File: src/design/bounded_stack_with_replace_assert.svh
// ----------------------------------------------------------------------------
// Assertion macros for the bounded stack with replace
// Shared concurrent checks on clk, disabled while rst is high.
// ----------------------------------------------------------------------------
`ifndef BOUNDED_STACK_WITH_REPLACE_ASSERT_SVH
`define BOUNDED_STACK_WITH_REPLACE_ASSERT_SVH

// same-cycle implication
`define BSR_ASSERT_NOW(lbl, ante, cons, msg) \
  lbl: assert property (@(posedge clk) disable iff (rst) (ante) |-> (cons)) \
    else $error(msg);

// next-cycle implication
`define BSR_ASSERT_NEXT(lbl, ante, cons, msg) \
  lbl: assert property (@(posedge clk) disable iff (rst) (ante) |=> (cons)) \
    else $error(msg);

`endif

File: src/design/bsr_pkg.sv
// ----------------------------------------------------------------------------
// Bounded stack package
// Operation codes, sequencer states and shared structures.
// ----------------------------------------------------------------------------
`default_nettype none

package bsr_pkg;

  localparam int unsigned WORD_W = 32;

  typedef enum logic [2:0] {
    KIND_PUSH    = 3'd0,
    KIND_POP     = 3'd1,
    KIND_PEEK    = 3'd2,
    KIND_CLEAR   = 3'd3,
    KIND_REPLACE = 3'd4
  } kind_t;

  typedef enum logic [2:0] {
    ST_IDLE,
    ST_EXEC,
    ST_RDWAIT,
    ST_CMP,
    ST_FIN
  } state_t;

  typedef struct packed {
    logic wr_en;
    logic rd_en;
  } mem_ctl_t;

  typedef struct packed {
    logic              ok;
    logic [WORD_W-1:0] data;
    logic              is_empty;
    logic              is_full;
  } res_t;

endpackage

`default_nettype wire

File: src/design/bounded_stack_with_replace.sv
// Bounded LIFO stack of 32-bit words with push, pop, peek, clear and replace.
// Each operation runs EXEC and then FIN, whose result is loaded into the m_* register;
// pop and peek on a non-empty stack add RDWAIT, replace on one adds CMP once per entry
// compared (one per cycle in the store's read port), for 1 to count entries.
// One item at a time: the next item is taken in the cycle after a result is loaded.
// Reset empties the stack and drops the output; stored words are not cleared.
`default_nettype none

// ----------------------------------------------------------------------------
// Bounded stack with replace
// Top level: stream ports, sequencer, store and output register.
// ----------------------------------------------------------------------------
module bounded_stack_with_replace #(
  parameter int unsigned DEPTH = 16
) (
  input  wire logic        clk,
  input  wire logic        rst,
  input  wire logic        s_tvalid,
  output logic             s_tready,
  input  wire logic [63:0] s_tdata,  // value[31:0], new_value[63:32]
  input  wire logic [2:0]  s_tuser,  // kind[2:0]
  output logic             m_tvalid,
  input  wire logic        m_tready,
  output logic      [39:0] m_tdata,  // data[31:0], is_empty[32], is_full[33], zeros
  output logic      [0:0]  m_tuser   // ok[0]
);
  import bsr_pkg::*;

  localparam int unsigned AW = (DEPTH > 1) ? $clog2(DEPTH) : 1;
  localparam int unsigned CW = $clog2(DEPTH + 1);

  mem_ctl_t          mem_ctl;
  logic [AW-1:0]     wr_addr;
  logic [WORD_W-1:0] wr_data;
  logic [AW-1:0]     rd_addr;
  logic [WORD_W-1:0] rd_data;
  logic              res_valid;
  logic              res_ready;
  res_t              res;
  res_t              out_res;

  bsr_seq #(
    .DEPTH(DEPTH),
    .AW   (AW),
    .CW   (CW)
  ) u_seq (
    .clk         (clk),
    .rst         (rst),
    .in_valid    (s_tvalid),
    .in_ready    (s_tready),
    .in_kind     (s_tuser),
    .in_value    (s_tdata[31:0]),
    .in_new_value(s_tdata[63:32]),
    .res_valid   (res_valid),
    .res_ready   (res_ready),
    .res         (res),
    .mem_ctl     (mem_ctl),
    .wr_addr     (wr_addr),
    .wr_data     (wr_data),
    .rd_addr     (rd_addr),
    .rd_data     (rd_data)
  );

  bsr_store #(
    .DEPTH(DEPTH),
    .AW   (AW)
  ) u_store (
    .clk    (clk),
    .ctl    (mem_ctl),
    .wr_addr(wr_addr),
    .wr_data(wr_data),
    .rd_addr(rd_addr),
    .rd_data(rd_data)
  );

  assign res_ready = !m_tvalid || m_tready;

  always_ff @(posedge clk) begin
    if (rst) begin
      m_tvalid <= 1'b0;
    end else if (res_valid && res_ready) begin
      m_tvalid <= 1'b1;
    end else if (m_tready) begin
      m_tvalid <= 1'b0;
    end
  end

  always_ff @(posedge clk) begin
    if (res_valid && res_ready) begin
      out_res <= res;
    end
  end

  assign m_tdata = {6'b0, out_res.is_full, out_res.is_empty, out_res.data};
  assign m_tuser = out_res.ok;

endmodule

`default_nettype wire

File: src/design/bsr_store.sv
// ----------------------------------------------------------------------------
// Stack store
// Single write port, single read port with registered read data.
// ----------------------------------------------------------------------------
`default_nettype none

module bsr_store #(
  parameter int unsigned DEPTH = 16,
  parameter int unsigned AW    = 4
) (
  input  wire logic                      clk,
  input  wire bsr_pkg::mem_ctl_t         ctl,
  input  wire logic [AW-1:0]             wr_addr,
  input  wire logic [bsr_pkg::WORD_W-1:0] wr_data,
  input  wire logic [AW-1:0]             rd_addr,
  output logic      [bsr_pkg::WORD_W-1:0] rd_data
);
  import bsr_pkg::*;

  logic [WORD_W-1:0] mem [DEPTH];

  always_ff @(posedge clk) begin
    if (ctl.wr_en) begin
      mem[wr_addr] <= wr_data;
    end
  end

  always_ff @(posedge clk) begin
    if (ctl.rd_en) begin
      rd_data <= mem[rd_addr];
    end
  end

endmodule

`default_nettype wire

File: src/design/bsr_seq.sv
// ----------------------------------------------------------------------------
// Stack sequencer
// Holds the entry count, runs each operation and scans for replace.
// ----------------------------------------------------------------------------
`default_nettype none

module bsr_seq #(
  parameter int unsigned DEPTH = 16,
  parameter int unsigned AW    = 4,
  parameter int unsigned CW    = 5
) (
  input  wire logic                       clk,
  input  wire logic                       rst,
  input  wire logic                       in_valid,
  output logic                            in_ready,
  input  wire logic [2:0]                 in_kind,
  input  wire logic [bsr_pkg::WORD_W-1:0] in_value,
  input  wire logic [bsr_pkg::WORD_W-1:0] in_new_value,
  output logic                            res_valid,
  input  wire logic                       res_ready,
  output bsr_pkg::res_t                   res,
  output bsr_pkg::mem_ctl_t               mem_ctl,
  output logic      [AW-1:0]              wr_addr,
  output logic      [bsr_pkg::WORD_W-1:0] wr_data,
  output logic      [AW-1:0]              rd_addr,
  input  wire logic [bsr_pkg::WORD_W-1:0] rd_data
);
  import bsr_pkg::*;

  localparam logic [CW-1:0] FULL_COUNT = CW'(DEPTH);

  state_t            state, state_next;
  logic [CW-1:0]     count, count_next;
  logic [AW-1:0]     idx, idx_next;
  logic [2:0]        kind, kind_next;
  logic [WORD_W-1:0] value, value_next;
  logic [WORD_W-1:0] new_value, new_value_next;
  logic              ok, ok_next;
  logic [WORD_W-1:0] data, data_next;
  logic              hit;

  assign hit = (rd_data == value);

  always_ff @(posedge clk) begin
    if (rst) begin
      state <= ST_IDLE;
      count <= '0;
    end else begin
      state <= state_next;
      count <= count_next;
    end
  end

  always_ff @(posedge clk) begin
    idx       <= idx_next;
    kind      <= kind_next;
    value     <= value_next;
    new_value <= new_value_next;
    ok        <= ok_next;
    data      <= data_next;
  end

  always_comb begin
    state_next     = state;
    count_next     = count;
    idx_next       = idx;
    kind_next      = kind;
    value_next     = value;
    new_value_next = new_value;
    ok_next        = ok;
    data_next      = data;
    in_ready       = 1'b0;
    res_valid      = 1'b0;
    mem_ctl        = '0;
    wr_addr        = count[AW-1:0];
    wr_data        = value;
    rd_addr        = AW'(count - CW'(1));
    res.ok         = ok;
    res.data       = data;
    res.is_empty   = (count == '0);
    res.is_full    = (count == FULL_COUNT);

    case (state)
      ST_IDLE: begin
        in_ready = 1'b1;
        if (in_valid) begin
          kind_next      = in_kind;
          value_next     = in_value;
          new_value_next = in_new_value;
          state_next     = ST_EXEC;
        end
      end
      ST_EXEC: begin
        ok_next   = 1'b0;
        data_next = '0;
        state_next = ST_FIN;
        case (kind_t'(kind))
          KIND_PUSH: begin
            if (count != FULL_COUNT) begin
              mem_ctl.wr_en = 1'b1;
              count_next    = count + CW'(1);
              ok_next       = 1'b1;
            end
          end
          KIND_POP, KIND_PEEK: begin
            if (count != '0) begin
              mem_ctl.rd_en = 1'b1;
              state_next    = ST_RDWAIT;
            end
          end
          KIND_CLEAR: begin
            count_next = '0;
            ok_next    = 1'b1;
          end
          KIND_REPLACE: begin
            if (count != '0) begin
              mem_ctl.rd_en = 1'b1;
              idx_next      = AW'(count - CW'(1));
              state_next    = ST_CMP;
            end
          end
          default: begin
            state_next = ST_FIN;
          end
        endcase
      end
      ST_RDWAIT: begin
        ok_next   = 1'b1;
        data_next = rd_data;
        if (kind_t'(kind) == KIND_POP) begin
          count_next = count - CW'(1);
        end
        state_next = ST_FIN;
      end
      ST_CMP: begin
        rd_addr = idx - AW'(1);
        wr_addr = idx;
        wr_data = new_value;
        if (hit) begin
          mem_ctl.wr_en = 1'b1;
          ok_next       = 1'b1;
          state_next    = ST_FIN;
        end else if (idx == '0) begin
          state_next = ST_FIN;
        end else begin
          mem_ctl.rd_en = 1'b1;
          idx_next      = idx - AW'(1);
        end
      end
      ST_FIN: begin
        res_valid = 1'b1;
        if (res_ready) begin
          state_next = ST_IDLE;
        end
      end
      default: begin
        state_next = ST_IDLE;
      end
    endcase
  end

`include "bounded_stack_with_replace_assert.svh"

  `BSR_ASSERT_NOW(a_count_bound, 1'b1, count <= FULL_COUNT, "entry count above depth")
  `BSR_ASSERT_NOW(a_scan_in_range, state == ST_CMP, CW'(idx) < count, "scan index past top")
  `BSR_ASSERT_NEXT(a_clear_empties, state == ST_EXEC && kind_t'(kind) == KIND_CLEAR,
                   count == '0, "clear left entries")

endmodule

`default_nettype wire

File: config.mk
export PLATFORM = sky130hd
export DESIGN_NAME = bounded_stack_with_replace
export DESIGN_NICKNAME = d
export VERILOG_FILES = /design/src/design/bsr_pkg.sv /design/src/design/bounded_stack_with_replace.sv /design/src/design/bsr_store.sv /design/src/design/bsr_seq.sv
export VERILOG_INCLUDE_DIRS = /design/src /design/src/design
export SDC_FILE = /design/constraint.sdc
export NUM_CORES = 1
export LEC_CHECK = 0
export ABC_AREA = 1
export ABC_CLOCK_PERIOD_IN_PS = 10800
export BUFFER_PORTS_ARGS = -buffer_cell sky130_fd_sc_hd__buf_4
export CAP_MARGIN = 20
export CORE_MARGIN = 3
export CORE_UTILIZATION = 37
export CTS_CLUSTER_SIZE = 28
export DETAILED_ROUTE_END_ITERATION = 8
export PLACE_DENSITY = 0.51
export RECOVER_POWER = 25
export SLEW_MARGIN = 40
export SYNTH_ARGS = -nofsm -noshare
export SYNTH_HDL_FRONTEND = slang
export SYNTH_HIERARCHICAL = 1
export SYNTH_SLANG_ARGS = --single-unit
File: constraint.sdc
create_clock -name clk -period 10.8 [get_ports clk]
set_clock_uncertainty 0.2 [all_clocks]
set_input_delay 2.16 -clock clk [delete_from_list [all_inputs] [get_ports clk]]
set_output_delay 2.16 -clock clk [all_outputs]
set_load 0.005 [all_outputs]
==> impl_results.md <==
- HPWL after DPL: 39.20 mm
- CTS Buf Count: 75
- DR vias: approximately 18000
- Setup_tns: 0 ns
- Post-synth EDFFs: 683
- Routed WL per cell: 19.78 um
- Final hold violation count: 0
- Setup violators final: 0
- Gpl congestion: 0.7827
- Max-cap check violation count: 4
- Flop pwr share: 43.7%
- Ratio of cells with drive above 1 in the final layout: 9.979%
- Worst-skew pair later-pin latency: 0.61 ns
- Fillcell total: about 7300
- Clock share of power: 33.0%
- Footprint of the multi-input gates: 0.006205 sq mm
- IO Pins: 114
- GRT Overall Usage: 18.56%
- Starting density of the core: 37.55%
- Core ar.: 0.07798 sq mm
- Pin count of the biggest net entering global routing: ~130
- Critical Path Start Type: flip-flop
- Gate Count Post-Synth: 2662
- Hold-fix buffers, CTS: 0
- Critical path class: flip-flop to flip-flop
- Max Root-Sink Buffers: 3
- Sequential cell area: between 0.02 and 0.025 sq mm
- Worst reg2reg path depth: 13
- Total Wirelength: around 76 mm
- Max FO, Critical Path: 130
- Setup Buffers After CTS: 0
- CP peak stage delay: 2.42 ns
- PostCTS Resize Cnt: 0
- Sw Share: between 30% and 40%
- Pint: just over 5000 uW
- Die Wd: 287.3 um
- Die height: 287.3 um
- Overflow after GRT: 0
- Fin crit period: 6.353 ns
- Vias in the first global route: 18020
- Synth Warn #: 6
- CTS tree: done
- R2r startpoint: u_seq/state[1]
- Number of port buffers: between 100 and 150
- Mean post-synth cell area: 11.00 sq um
- # diodes: 0
- Max_slew headroom: -126.2%
- 1st-pass router iterations: 6
- Worst path slowest cell: clkbuf_1
- Fmax: approximately 160 MHz
- Ys flop type: edfxtp_1
- Area grow syn2layout: 14.10%
- Power Density: 224.9 mW/mm^2
- Least-Margin Pin Slew: 3.393 ns
- WHS Endpoint: m_tdata[31]
- DR DRC count: 0
- Async set or reset register ratio after synthesis: 0%
- Worst endpoint data arrival time: 6.50 ns
- Clock sinks: 692
- Leakage power: 0.01374 uW
- Final Max Slew Viols: 131
- Reg clk slew, reported paths: 0.06 ns
- HP Class: flip-flop to flip-flop
- Global-route wire length before repair: 113.6 mm
- Final period util: 58.83%
- RSZ-0062 raised after global routing: false
- Final #Nets: ~2800
- Initial drt markers: 1642
- Setup crit end kind: flip-flop
- Flop-to-flop setup slack: 4.45 ns
- Syn Std Cell Area: 0.02928 sq mm
- Initial antenna violation count: 1
- Crit-path cells: inv_1 > nor2_1 > inv_1 > nor2_1 > clkbuf_1 > mux2i_4 > buf_12 > inv_4 > buf_6 > nand3_1 > nand3_1 > nand3_1 > nand2_1
- Die ar.: between 0.08 and 0.09 sq mm
- CTS Root Buffer Type: clkbuf_16
- Delay-heaviest family, CP: buffers and inverters
- Hold depth: 0
- CTS H-tree depth: 3
- Synth cell types: 40
- RR Endpoint: u_store/rd_data[31]
- Most frequent CP cell: nand3_1
- Yosys reg bits: roughly 690
- Vias/cell: 4.779
- Worst EP required: 10.95 ns
- Register area share after synthesis: 70.66%
- Peak supply drop: 0.1457 mV
- Status: finished with violations
- Hold_sp: u_seq/data[31]
- Critical path depth: 13
- Failing checks: capacitance limit, slew limit
- Detail Route Antenna Nets: 0
- # rows: 102
- Overall Power: 7512 uW
- P_sw: roughly 2400 uW
- CP bufs+invs: 6
- Logic pwr share: 23.3%
==> flip-flops by register name (all words and copies together), names as in the netlist <==
| signal | cells |
|---|---|
| u_store/mem | 512 |
| m_tdata | 34 |
| u_seq/data | 32 |
| u_seq/new_value | 32 |
| u_seq/value | 32 |
| u_store/rd_data | 32 |
| u_seq/count | 5 |
| u_seq/idx | 4 |
| u_seq/kind | 3 |
| u_seq/state | 3 |
| m_tuser | 1 |
| m_tvalid | 1 |
| u_seq/ok | 1 |
==> metrics by stage <==
step | util [%] | setup slack, ns | hold WS, ns | cell area (sq um) | instances
floorplan | - | 3.281 | 0.2003 | 29300 | 2667
global placement | 39.90 | 5.784 | 0.2022 | 31110 | 3732
detailed placement | 39.93 | 5.895 | 0.2045 | 31130 | 3732
CTS | 42.95 | 5.861 | 0.2133 | 33490 | 3866
global route | 42.85 | 4.029 | 0.2241 | 33410 | 3866
finish | 42.85 | 4.447 | 0.2120 | 33410 | 3866
==> worst register-to-register path, delay by kind of cell (launching register included) <==
kind	cells	cell delay (ns)
buffers and inverters	6	4.14
and+or+nand+nor	6	0.90
muxes	1	0.54
DFF	1	0.32
==> logic make-up after synthesis <==
kind of cell	synth area share (%)
AND/OR/NAND/NOR	18.72
flip-flops	70.66
XOR/XNOR	0.8674
other	0.01281
AO/OA/AOI/OAI	0.7905
multiplexers	0.03419
buffers and inverters	8.747
adder cells (fa/ha/maj)	0.1709
==> power groups by stage <==
stage	Combinational, uW	Sequential [uW]	Clock (uW)
global route	1950	3290	2660
global placement	1750	3340	0
floorplan	1230	3310	0
CTS	1780	3280	2550
detailed placement	1770	3340	0
finish	1750	3280	2480
==> placed cells by master (no fill, tap or decap), types with 18 or more instances in the layout <==
cell type and count:
buf_4 68, clkbuf_1 25, clkbuf_16 77, clkbuf_4 66, edfxtp_1 683, inv_1 453, nand2_1 826, nand3_1 396
nor2_1 57, nor2_4 18, o21ai_0 21, xnor2_1 25
==> routing by layer <==
metal | global-route usage (%) | vias to the layer above | part of all wire (%)
met5 | 0 | - | 0
li1 | - | 8851 | -
met3 | 2.768 | 140 | 5.8
met4 | 6.517 | 0 | 3.2
met2 | 31.62 | 567 | 48
met1 | 24.18 | 8918 | 43
==> area by class of cell <==
cell class | count | share of cell area (%)
clock buffer | 92 | 5.936
clock inverter | 42 | 1.116
inverter | 462 | 5.239
multi-input combinational | 1389 | 18.57
sequential | 692 | 61.93
tap | 1040 | 3.895
timing repair buffer | 149 | 3.318
==> Yosys cell counts (4+ instances only) <==
master	n	area share (%)
nor2_1	71	0.91
clkbuf_1	14	0.18
dfxtp_1	9	0.62
edfxtp_1	683	70
a21oi_1	8	0.14
nand2_2	4	0.085
inv_1	451	5.8
nand2_1	826	11
buf_1	14	0.18
o21ai_0	15	0.26
xor2_1	4	0.12
o21ai_1	9	0.15
inv_2	9	0.12
buf_2	51	0.87
ha_1	4	0.17
buf_4	14	0.36
nand3_1	395	6.8
buf_6	30	1.2
xnor2_1	25	0.75
==> worst max-delay path by stage <==
stage	from	slack (ns)	to
after global routing	u_seq/state[1]	4.03	u_store/mem[12][13]
after global placement	u_seq/state[2]	5.78	u_store/rd_data[19]
after detailed placement	u_seq/state[2]	5.90	u_store/rd_data[24]
final	u_seq/state[1]	4.45	u_store/rd_data[31]
after floorplan	s_tvalid	3.28	u_seq/kind[0]
after CTS	u_seq/state[2]	5.86	u_store/rd_data[31]
Power figures use the tool's default switching activity.
